[src/isqbs_pkg.sv]
// Package for the integer square root binary search unit.
// Holds field widths, controller state type and control/status structs.
package isqbs_pkg;

   // Fixed payload widths
   localparam int VALUE_W = 32;
   localparam int ROOT_W  = 16;
   localparam int TRIES_W = 6;

   // Controller states
   typedef enum logic [0:0] {
      ST_IDLE,
      ST_RUN
   } state_type;

   // Commands from controller to datapath
   typedef struct packed {
      logic load;     // take a new operand, set up bounds
      logic step;     // one search iteration
      logic capture;  // write result into the output registers
   } cmd_type;

   // Status from datapath to controller
   typedef struct packed {
      logic finish;   // search over: exact hit or midpoint not above lower bound
   } sts_type;

endpackage

[src/isqbs_datapath.sv]
// Datapath of the square root search: bounds, midpoint, squaring compare,
// try counter and result registers. Depends on isqbs_pkg.
module isqbs_datapath #(
   parameter int OPERAND_BITS = 32
) (
   input  logic                          clock,
   input  logic [isqbs_pkg::VALUE_W-1:0] value_in,
   input  isqbs_pkg::cmd_type            cmd,
   output isqbs_pkg::sts_type            sts,
   output logic [isqbs_pkg::ROOT_W-1:0]  root_out,
   output logic [isqbs_pkg::TRIES_W-1:0] tries_out
);
   import isqbs_pkg::*;

   localparam int N = OPERAND_BITS;
   localparam int H = (OPERAND_BITS + 1) / 2;   // midpoints below 2^H can be squared

   logic [N-1:0]       operand;
   logic [N-1:0]       n_ff, n_in;
   logic [N-1:0]       lower_ff, lower_in;
   logic [N-1:0]       upper_ff, upper_in;
   logic [N-1:0]       mid_ff, mid_in;
   logic [TRIES_W-1:0] tries_ff, tries_in;
   logic [ROOT_W-1:0]  root_ff, root_in;
   logic [TRIES_W-1:0] tries_out_ff, tries_out_in;

   logic [N:0]         sum_init, sum_lo, sum_hi;
   logic [N-1:0]       mid_lo_half, mid_hi_half;
   logic               mid_big;
   logic [2*H-1:0]     square, n_ext;
   logic               sq_gt, sq_eq, cont_now, cont_lo, cont_hi;
   logic [N-1:0]       root_sel;
   logic [ROOT_W-1:0]  root_fit;

   // Operand sized to the search width
   generate
      if (N <= VALUE_W) begin : g_narrow
         assign operand = value_in[N-1:0];
      end else begin : g_wide
         assign operand = {{(N-VALUE_W){1'b0}}, value_in};
      end
   endgenerate

   // Square compare: a midpoint with any bit at or above H squares past n
   assign mid_big = |mid_ff[N-1:H];
   assign square  = mid_ff[H-1:0] * mid_ff[H-1:0];
   assign n_ext   = (2*H)'(n_ff);
   assign sq_gt   = mid_big || (square > n_ext);
   assign sq_eq   = !mid_big && (square == n_ext);

   // Both candidate next midpoints, computed beside the multiply
   assign sum_init    = (N+1)'(operand) + (N+1)'(1);
   assign sum_lo      = (N+1)'(lower_ff) + (N+1)'(mid_ff);
   assign sum_hi      = (N+1)'(mid_ff) + (N+1)'(upper_ff);
   assign mid_lo_half = sum_lo[N:1];
   assign mid_hi_half = sum_hi[N:1];
   assign cont_now    = mid_ff > lower_ff;
   assign cont_lo     = mid_lo_half > lower_ff;
   assign cont_hi     = mid_hi_half > mid_ff;

   assign sts.finish = !cont_now || sq_eq;

   // Result: exact midpoint, else lower bound
   assign root_sel = (cont_now && sq_eq) ? mid_ff : lower_ff;
   generate
      if (N >= ROOT_W) begin : g_root_trunc
         assign root_fit = root_sel[ROOT_W-1:0];
      end else begin : g_root_ext
         assign root_fit = {{(ROOT_W-N){1'b0}}, root_sel};
      end
   endgenerate

   // Next state of search registers
   always_comb begin
      n_in         = n_ff;
      lower_in     = lower_ff;
      upper_in     = upper_ff;
      mid_in       = mid_ff;
      tries_in     = tries_ff;
      root_in      = root_ff;
      tries_out_in = tries_out_ff;
      if (cmd.load) begin
         n_in     = operand;
         // zero operand: lower bound 0 makes the search end at once with 0
         lower_in = (operand == '0) ? '0 : N'(1);
         upper_in = operand;
         mid_in   = sum_init[N:1];
         tries_in = TRIES_W'(1);
      end else if (cmd.step) begin
         if (sq_gt) begin
            upper_in = mid_ff;
            mid_in   = mid_lo_half;
            tries_in = tries_ff + TRIES_W'(cont_lo);
         end else begin
            lower_in = mid_ff;
            mid_in   = mid_hi_half;
            tries_in = tries_ff + TRIES_W'(cont_hi);
         end
      end
      if (cmd.capture) begin
         root_in      = root_fit;
         tries_out_in = tries_ff;
      end
   end

   // Payload registers, no reset needed
   always_ff @(posedge clock) begin
      n_ff         <= n_in;
      lower_ff     <= lower_in;
      upper_ff     <= upper_in;
      mid_ff       <= mid_in;
      tries_ff     <= tries_in;
      root_ff      <= root_in;
      tries_out_ff <= tries_out_in;
   end

   assign root_out  = root_ff;
   assign tries_out = tries_out_ff;

endmodule

[src/isqbs_ctrl.sv]
// Controller of the square root search: sequences load, steps and result
// capture, and owns both handshakes. Depends on isqbs_pkg.
module isqbs_ctrl (
   input  logic               clock,
   input  logic               reset,
   input  logic               req_valid,
   output logic               req_ready,
   output logic               rsp_valid,
   input  logic               rsp_ready,
   input  isqbs_pkg::sts_type sts,
   output isqbs_pkg::cmd_type cmd
);
   import isqbs_pkg::*;

   state_type state_ff, state_in;
   logic      rsp_valid_ff, rsp_valid_in;
   logic      out_free;

   // Output register can take a result if empty or being drained
   assign out_free = !rsp_valid_ff || rsp_ready;

   // Next state and commands
   always_comb begin
      state_in    = state_ff;
      cmd         = '0;
      req_ready   = 1'b0;
      case (state_ff)
         ST_IDLE: begin
            req_ready = 1'b1;
            if (req_valid) begin
               cmd.load = 1'b1;
               state_in = ST_RUN;
            end
         end
         ST_RUN: begin
            if (sts.finish) begin
               if (out_free) begin
                  cmd.capture = 1'b1;
                  state_in    = ST_IDLE;
               end
            end else begin
               cmd.step = 1'b1;
            end
         end
         default: begin
            state_in = ST_IDLE;
         end
      endcase
      rsp_valid_in = cmd.capture || (rsp_valid_ff && !rsp_ready);
   end

   // State and result-valid registers
   always_ff @(posedge clock) begin
      if (reset) begin
         state_ff     <= ST_IDLE;
         rsp_valid_ff <= 1'b0;
      end else begin
         state_ff     <= state_in;
         rsp_valid_ff <= rsp_valid_in;
      end
   end

   assign rsp_valid = rsp_valid_ff;

endmodule

[src/integer_sqrt_binary_search_unit.sv]
// Integer square root by binary search; top level joining controller and datapath.
// The controller takes an operand in idle, then runs one iteration (square, compare, bound
// update) per cycle; when the search ends it captures the result once the output register
// is free. A new operand is taken only in idle, so one search ends before the next begins.
// Reset: synchronous active high; clears controller state and result valid.
module integer_sqrt_binary_search_unit #(
   parameter int OPERAND_BITS = 32
) (
   input  logic                          clock,
   input  logic                          reset,
   input  logic                          req_valid,
   output logic                          req_ready,
   input  logic [isqbs_pkg::VALUE_W-1:0] req_value_in,
   output logic                          rsp_valid,
   input  logic                          rsp_ready,
   output logic [isqbs_pkg::ROOT_W-1:0]  rsp_root_out,
   output logic [isqbs_pkg::TRIES_W-1:0] rsp_tries_out
);
   import isqbs_pkg::*;

   cmd_type cmd;
   sts_type sts;

   // Sequencer
   isqbs_ctrl u_ctrl (
      .clock     (clock),
      .reset     (reset),
      .req_valid (req_valid),
      .req_ready (req_ready),
      .rsp_valid (rsp_valid),
      .rsp_ready (rsp_ready),
      .sts       (sts),
      .cmd       (cmd)
   );

   // Search datapath
   isqbs_datapath #(
      .OPERAND_BITS (OPERAND_BITS)
   ) u_datapath (
      .clock     (clock),
      .value_in  (req_value_in),
      .cmd       (cmd),
      .sts       (sts),
      .root_out  (rsp_root_out),
      .tries_out (rsp_tries_out)
   );

endmodule

[config.mk]
export PLATFORM = sky130hd
export DESIGN_NAME = integer_sqrt_binary_search_unit
export DESIGN_NICKNAME = d
export VERILOG_FILES = /design/src/isqbs_pkg.sv /design/src/isqbs_datapath.sv /design/src/isqbs_ctrl.sv /design/src/integer_sqrt_binary_search_unit.sv
export SDC_FILE = /design/constraint.sdc
export NUM_CORES = 1
export LEC_CHECK = 0
export BUFFER_PORTS_ARGS = -buffer_cell sky130_fd_sc_hd__buf_2
export CORE_MARGIN = 8
export CORE_UTILIZATION = 25
export DETAILED_ROUTE_END_ITERATION = 16
export GPL_ROUTABILITY_DRIVEN = 0
export SKIP_CTS_REPAIR_TIMING = 1
export SLEW_MARGIN = 20
export SYNTH_ARGS = -nofsm -noshare
export SYNTH_HDL_FRONTEND = slang
export SYNTH_HIERARCHICAL = 1
export SYNTH_SLANG_ARGS = --single-unit
export TNS_END_PERCENT = 100
[constraint.sdc]
create_clock -name clock -period 21 [get_ports clock]
set_clock_uncertainty 0.2 [all_clocks]
set_input_delay 1.05 -clock clock [delete_from_list [all_inputs] [get_ports clock]]
set_output_delay 1.05 -clock clock [all_outputs]
set_load 0.01 [all_outputs]
## Word-level counts from Yosys, hierarchy flattened

Cells that the tools add are included.

| storage, ports and cells | value |
|---|---|
| bits in registers | 158 |
| word-level logic and storage cells | 61 |

| cells by class | value |
|---|---|
| $add $sub $neg | 5 |
| $mul | 1 |
| $lt $le $gt $ge | 4 |
| equality and inequality tests | 2 |
| mux-type cells | 22 |
| bitwise operators | 1 |
| reduce and logical (&&, ||, !) cells | 17 |

Operators by type and width:

| cell | number |
|---|---|
| two-way mux 32 bit | 9 |
| greater-than comparator 32 bit | 4 |
| adder 32 x 32 -> 33 bit | 2 |
| adder 32 x 1 -> 33 bit (second input constant) | 1 |
| == test 32 bit | 1 |
| logical NOT 32 bit | 1 |
| multiplier 16 x 16 -> 32 bit | 1 |
| two-way mux 16 bit | 1 |
| OR reduction 16 bit | 1 |
| adder 6 x 1 -> 6 bit | 2 |
| two-way mux 1 bit | 9 |
| two-way mux 6 bit | 1 |
| logical NOT 1 bit | 4 |
| logical OR 1 bit | 4 |
| AND reduction 2 bit | 2 |
| nonzero test 2 bit | 2 |
| logical AND 1 bit | 3 |
| two-way mux 2 bit | 1 |
| != test 2 bit (second input constant) | 1 |
| one-hot mux 1 bit (2 select lines) | 1 |
| inverter 1 bit | 1 |

## Depth between registers and ports, before layout

Gate-level depths: netlist of run 1.

| depth | value |
|---|---|
| word-level depth | 8 |
| gate-level depth with buffers | 45 |
| gate-level depth less buffers | 40 |

## Hierarchy

Netlist of run 1, hierarchy kept.

Modules (own cells, without submodules):

| module | instances | cells an instance | area an instance (sq um) |
|---|---|---|---|
| isqbs_datapath | 1 | 2202 | 20224.4 |
| isqbs_ctrl | 1 | 11 | 97.6 |

## Worst setup path after synthesis of run 1

No wires, ideal clock.

| timing path | value |
|---|---|
| kind | flip-flop to flip-flop |
| start point | reg u_datapath.mid_ff[2] |
| end point | reg u_datapath.upper_ff[0], enable pin |
| library setup time | 0.388 ns |
| arrival | 9.235 ns |
| slack | 11.177 ns |
| stages on the path, launching flop included | 39 |
| buffers on the path | 4 |
| path through | edfxtp_1 clkbuf_1 inv_1 clkbuf_1 nor2_1 fa_1 inv_1 fa_1 inv_1 fa_1 inv_1 fa_1 inv_1 fa_1 inv_1 fa_1 inv_1 ha_1 [3 not listed] o211ai_1 nor2_1 o31ai_2 o211ai_1 a31o_2 a21oi_1 xnor2_1 ha_1 and4_1 nand2_1 or3_1 a21oi_1 nor3_1 o31ai_1 and2_1 buf_2 buf_1 a21o_1 |

| on the way | value |
|---|---|
| cells in the longest elaborated chain, start to end | 8 |
| elaborated cells between the ends (all ways) | 13 |
| classes of those cells | mul (1); order compare (2); eq/ne (1); mux (2); reduce/logical (7) |

RTL lines:

| element | line | text |
|---|---|---|
| start: declaration | isqbs_datapath.sv:22 | `logic [N-1:0] mid_ff, mid_in;` |
| start signal: assignment | isqbs_datapath.sv:111 | `mid_ff <= mid_in;` |
| branches (longest 7 deep; another with multiplier 16 x 16 -> 32 bit) | n/a |  |
| AND reduction 2 bit (no line) * | n/a |  |
| end signal: assignment | isqbs_datapath.sv:110 | `upper_ff <= upper_in;` |
| end: declaration | isqbs_datapath.sv:21 | `logic [N-1:0] upper_ff, upper_in;` |

Mark *: on every way between the ends.
A chain may end at the register's enable or synchronous reset.

## Final worst setup path of run 1

| timing path | value |
|---|---|
| start point | reg u_datapath.mid_ff[5] |
| end point | reg u_datapath.tries_ff[5] |

| on the way | value |
|---|---|
| cells in the longest elaborated chain, start to end | 6 |
| elaborated cells between the ends (all ways) | 17 |
| classes of those cells | add/sub (4); mul (1); order compare (4); eq/ne (1); mux (3); reduce/logical (4) |

RTL lines:

| element | line | text |
|---|---|---|
| branches (longest 6 deep; another with multiplier 16 x 16 -> 32 bit) | n/a |  |
| end signal: assignment | isqbs_datapath.sv:112 | `tries_ff <= tries_in;` |
| end: declaration | isqbs_datapath.sv:23 | `logic [TRIES_W-1:0] tries_ff, tries_in;` |

Parallel ways; which one is timed is not known.

==> results of run 1 <==
placed cells by master (no fill, tap or decap), types with 9 or more instances in the layout:
| cell | count |
|---|---|
| a21o_1 | 93 |
| o21ai_0 | 75 |
| o31ai_1 | 11 |
| buf_4 | 9 |
| and3_1 | 11 |
| nor2_1 | 192 |
| nand2_1 | 150 |
| nand3_1 | 31 |
| xor2_1 | 44 |
| xnor2_1 | 85 |
| o21bai_1 | 23 |
| a211oi_1 | 10 |
| nor3_1 | 28 |
| a31oi_1 | 11 |
| nand4_1 | 40 |
| buf_2 | 59 |
| mux2i_1 | 39 |
| ha_1 | 297 |
| clkbuf_16 | 17 |
| nand2b_1 | 17 |
| nor2b_1 | 28 |
| a21oi_1 | 122 |
| inv_1 | 360 |
| and2_1 | 10 |
| edfxtp_1 | 150 |
| fa_1 | 162 |
| nor4_1 | 16 |
final cells by class:
class                   count  area, um^2
clock buffers              17         425
inverters                 371        1390
flip-flops and latches    158        4660
diodes                      8        20.0
repair buffers             68         363
multi-input cells        1625       14100
fillers                  8539       58100
clock inverters            15         195
well taps                1060        1330
per-stage QoR:
| step | area, um^2 | utilization [%] | hold WS, ps | std cells | setup WS [ps] |
|---|---|---|---|---|---|
| floorplan | 20300 | - | 217 | 2213 | 11180 |
| global placement | 21800 | 27.1 | 268 | 3282 | 10610 |
| detailed placement | 21800 | 27.1 | 271 | 3282 | 10400 |
| CTS | 22400 | 27.8 | 287 | 3314 | 10340 |
| global route | 22400 | 27.8 | 307 | 3317 | 9560 |
| finish | 22400 | 27.9 | 281 | 3322 | 10260 |
sequential cells by signal, indices dropped and copies added (netlist names), 6 cells and up:
| name | flops |
|---|---|
| u_datapath/lower_ff | 32 |
| u_datapath/mid_ff | 32 |
| u_datapath/n_ext | 32 |
| u_datapath/root_out | 16 |
| u_datapath/tries_ff | 6 |
| u_datapath/tries_out | 6 |
| u_datapath/upper_ff | 32 |
worst max path at each step:
stage,to,depth (start not counted),slack (ps),startpoint
after floorplan,u_datapath/upper_ff[0],38,11180,u_datapath/mid_ff[2]
after global placement,u_datapath/tries_ff[5],38,10610,u_datapath/mid_ff[1]
after detailed placement,u_datapath/tries_ff[5],38,10400,u_datapath/mid_ff[5]
after CTS,u_datapath/tries_ff[5],38,10340,u_datapath/mid_ff[5]
after global routing,u_datapath/tries_ff[5],38,9560,u_datapath/mid_ff[5]
final,u_datapath/tries_ff[5],38,10260,u_datapath/mid_ff[5]
Yosys cell counts, drive strengths merged, types with 23 or more instances:
master	instances	area, um^2
inv	365	1370
ha	297	3720
nor2	193	724
fa	162	3240
edfxtp	150	4500
nand2	150	563
a21oi	125	637
a21o	93	698
xnor2	85	744
o21ai	83	415
clkbuf	45	169
xor2	44	385
nand4	40	250
mux2i	39	390
nand3	31	155
nor2b	29	181
nor3	29	150
o21bai	23	173
per-layer routing:
layer	up-vias	wire, um	GRT usage [%]	part of all wire, %
met3	89	4330	3.59	7.4
met5	-	190	1.03	0.32
met2	468	27000	21.2	46
li1	7588	-	-	-
met1	7582	25800	16.6	44
met4	10	1610	3.89	2.7
worst max-delay path, delay by kind of cell, from the launching register on:
family	cells	cell delay (ps)
AOI/OAI and AO/OA	10	2050
xor gates and xnor gates	1	90
adders and majority gates	9	3800
buffers and inverters	8	1260
DFF	1	820
and+or+nand+nor	10	2440
kinds of logic (layout without fill, tap and decap cells):
family	count (synthesis)	in the layout	synth area share (%)
simple gates	569	569	13.3
fa+ha+maj	459	459	34.2
buf+inv	430	471	7.97
compound gates	427	427	14.0
flops	158	158	23.0
xor+xnor	129	129	5.56
mux	41	41	2.03
other cells	0	8	0
==> metrics.cfg, run 1 <==
[synth]
synth_nets=2708
synth_ff_type=edfxtp_1
syn_avg_cell_area_um2=9.18
synth-edff-count=150
ys_seq_elements=158
synth_area_um2=20300
synth_cells=2213
postSynth.asyncResetShare_pct=0
ys_warn_count=6
synthDistinctLibCells=80
synth-seq-area-share_pct=23.0

[final_layout]
drive_gt1_share_pct=6.26
finalNetCount=2736
area_delta_synth_final_pct=10.4

[critical_path]
r2r_end=u_datapath/tries_ff[5]
cpMaxStageDelayCell=edfxtp_1
crit_fanout=30
cp.required_ps=21190
r2r_cells=38
r2r_slack_ps=10260
worst_ep_arrival_time_ps=10930
critPathMaxStageDelay_ps=820
start_kind=flip-flop
timing.rr.start=u_datapath/mid_ff[5]
path_class=flip-flop to flip-flop
crit_path_end_kind=flip-flop

[timing]
tns_ps=0
hold_viol=0
slew_violations=0
setup_viol=0
tightestPinTransition_ps=1100
slew_headroom_pct=25.9
fin_crit_ps=10740
fmax_mhz=93.1
rsz0062_at_grt=no
fin_crit_sh_pct=51.1

[detailed_routing]
post-route-drc-count=0
wl_per_cell_um=17.7
num_vias=15700
drt_iter0_markers=1179
drt_first_pass_iters=7
drt_wl_total_um=58900
postRouteAntennaNets=0
viasPerCell=4.74

[die]
die_height_um=301
std_cell_rows=104
coreArea_um2=80500
die_w_um=301
die_area_um2=90700
initial_core_util_pct=25.2
io_pins=60

[clock_tree]
numCtsBuffers=17
htreeDepth=4
cts_root_buf=clkbuf_16
insertion_delay_ps=450
clkTransAtPathRegs_ps=70
cts_sinks=158
cts_buffer_depth=2
cts_tree=yes

[global_routing]
grt_pass1_vias=16100
gr-total-overflow=0
grt_max_degree=95
grt_usage_pct=13.0
antenna_found_initial=12
grt_first_pass_wirelength_um=92000

[flow_run]
maxCapViolCount=0

[place]
hpwl_um=48200
io_buffers=59

[hold_path]
whs_path_depth=0
hold_end=u_datapath/tries_out[0]
hp-class=flip-flop to flip-flop
hp-start=u_datapath/tries_ff[0]

[status]
status=finished clean

Power of run 1 is not shown: default switching activity piles up to over one toggle a cycle in this logic, so the estimate is an artifact.
==> run 2: changes to the inputs <==
- ABC_AREA: not set -> 1
- clock period: 21 -> 9 ns (I/O delays scaled with it)
==> metrics.cfg, run 2 <==
[timing]
fin_crit_sh_pct=94.1  ; was 51.1%
hold_viol=0  ; unchanged
fmax_mhz=118  ; was 93.1 MHz
fin_crit_ps=8470  ; was 10,740 ps
rsz0062_at_grt=no  ; unchanged
whs_ps=38.3  ; was 281 ps
slew_headroom_pct=48.2  ; was 25.9%
slew_violations=0  ; unchanged
tns_ps=0  ; unchanged
tightestPinTransition_ps=777  ; was 1100 ps
setup_viol=0  ; unchanged

[clock_tree]
insertion_delay_ps=490  ; was 450 ps
clkTransAtPathRegs_ps=70  ; about the same
numCtsBuffers=17  ; unchanged
cts_sinks=158  ; unchanged
htreeDepth=4  ; unchanged
cts_buffer_depth=2  ; unchanged
cts_tree=yes  ; unchanged
cts_root_buf=clkbuf_16  ; unchanged

[global_routing]
use_met3_pct=2.01  ; was 3.59%
met1_usage_pct=19.0  ; was 16.6%
grt_pass1_vias=19500  ; was 16,100
grt_usage_pct=14.7  ; was 13.0%
grt_max_degree=66  ; was 95
antenna_found_initial=0  ; was 12
gr-total-overflow=0  ; unchanged
grt_first_pass_wirelength_um=115000  ; was 92,000 um
busiest_layer=met2  ; unchanged
grt_use_met2_pct=25.2  ; was 21.2%

[final_layout]
fin_area_um2=25400  ; was 22,400 um^2
final_util_pct=28.2  ; was 27.9%
area_delta_synth_final_pct=11.5  ; was 10.4%
finalNetCount=3730  ; was 2,736
multi_input_area_um2=15200  ; was 14,100 um^2
layout_common_cells=858 x nand2_1, 698 x inv_1, 297 x ha_1  ; was 360 x inv_1, 297 x ha_1, 192 x nor2_1
n_fill_cell=9748  ; was 8,539
antenna_cells=0  ; was 8
seqCellArea_um2=4660  ; unchanged
layout_commonest_cell=nand2_1  ; was inv_1
drive_gt1_share_pct=5.39  ; was 6.26%

[synth]
synth_ff_type=edfxtp_1  ; unchanged
postSynth.asyncResetShare_pct=0  ; unchanged
synth_nets=3647  ; was 2,708
synth-edff-count=150  ; unchanged
synthAdderAreaFrac_pct=30.6  ; was 34.2%
synthSimpleGateAreaFrac_pct=25.4  ; was 13.3%
ys_warn_count=6  ; unchanged
synthXorXnorAreaFrac_pct=3.04  ; was 5.56%
synthDistinctLibCells=48  ; was 80
synth_largest_area_cell=edfxtp_1  ; unchanged
synth.area.top_cells=edfxtp_1 20%, ha_1 16%, fa_1 14%  ; was edfxtp_1 22%, ha_1 18%, fa_1 16%
synth-seq-area-share_pct=20.5  ; was 23.0%
ys_seq_elements=158  ; unchanged
synthMuxAreaShare_pct=0  ; was 2.03%
synth-compound-area-share_pct=7.71  ; was 14.0%
syn_avg_cell_area_um2=7.23  ; was 9.18 um^2
synth_commonest_cells=859 x nand2_1, 698 x inv_1, 297 x ha_1  ; was 360 x inv_1, 297 x ha_1, 193 x nor2_1
synth_area_um2=22800  ; was 20,300 um^2
synth_cells=3152  ; was 2,213
synth.most_common_cell=nand2_1  ; was inv_1
synth_top_family_by_area=adder cells  ; unchanged
synth_top_area_share_pct=19.8  ; was 22.2%

[critical_path]
path_class=flip-flop to flip-flop  ; unchanged
worst_ep_arrival_time_ps=8420  ; was 10,930 ps
cp.required_ps=8950  ; was 21,190 ps
crit_path_end_kind=flip-flop  ; unchanged
critPathMaxStageDelay_ps=580  ; was 820 ps
critPathLaunch=u_datapath/mid_ff[3]  ; was u_datapath/mid_ff[5]
start_kind=flip-flop  ; unchanged
timing.rr.start=u_datapath/mid_ff[3]  ; was u_datapath/mid_ff[5]
critical_path.most_common_cell=fa_1
crit_fanout=24  ; was 30
r2r_cells=30  ; was 38
cpMaxStageDelayCell=fa_1  ; was edfxtp_1

[die]
io_pins=60  ; unchanged
coreArea_um2=90100  ; was 80,500 um^2
die_area_um2=101000  ; was 90,700 um^2
die_w_um=318  ; was 301 um
initial_core_util_pct=25.3  ; was 25.2%
die_height_um=318  ; was 301 um
std_cell_rows=110  ; was 104

[hold_path]
whs_path_depth=4  ; was 0
hp-start=rsp_ready  ; was u_datapath/tries_ff[0]
hp-class=input pin to flip-flop  ; was flip-flop to flip-flop

[detailed_routing]
post-route-drc-count=0  ; unchanged
viasPerCell=4.61  ; was 4.74
drt_iter0_markers=2032  ; was 1,179
wl_per_cell_um=17.2  ; was 17.7 um
drt_wl_total_um=76000  ; was 58,900 um
postRouteAntennaNets=0  ; unchanged
drt_first_pass_iters=6  ; was 7
num_vias=20400  ; was 15,700

[place]
postPlaceCellArea_um2=24500  ; was 21,800 um^2
hpwl_um=63900  ; was 48,200 um
io_buffers=59  ; unchanged

[flow_run]
maxCapViolCount=0  ; unchanged

[status]
status=finished clean  ; unchanged

[run 2: per-stage QoR]
step                      std cells  setup slack (ps)
final                          4424               532
after global routing           4424              72.1
after CTS                      4395               248
after detailed placement       4363               289
after global placement         4363               407
after floorplan                3152              58.2
[run 2: routing by layer]
| metal | wire, um | part of all wire [%] |
|---|---|---|
| met1 | 33100 | 44 |
| met2 | 36000 | 47 |
| met3 | 4380 | 5.8 |
| met4 | 2450 | 3.2 |
| met5 | 0 | 0 |
[run 2: cells by family after synthesis]
family,Yosys count
AO/OA/AOI/OAI,308
adder cells (fa/ha/maj),459
AND/OR/NAND/NOR,1389
buffers and inverters,759
XOR/XNOR,79
flip-flops,158
[run 2: worst max-delay path: cells and delay by family, from the launching register on]
kind | cells | cell delay, ps
fa+ha+maj | 8 | 3920
simple gates | 9 | 1350
buf+inv | 8 | 1240
compound gates | 4 | 740
flops | 1 | 510
xor+xnor | 1 | 140
[run 2: area by class of cell]
type,instances,share of cell area (%)
clock buffer,17,1.68
clock inverter,15,0.660
inverter,701,10.4
multi-input combinational,2235,60.0
sequential,158,18.4
tap,1176,5.79
timing repair buffer,122,3.15
[run 2: worst paths after layout]
kind | slack, ps | to
max | 530 | u_datapath/lower_ff[20]
min reg2reg | 250 | u_datapath/tries_out[5]
max reg2reg | 530 | u_datapath/lower_ff[20]
min | 40 | u_ctrl/rsp_valid
Power of run 2 is left out for the same reason.
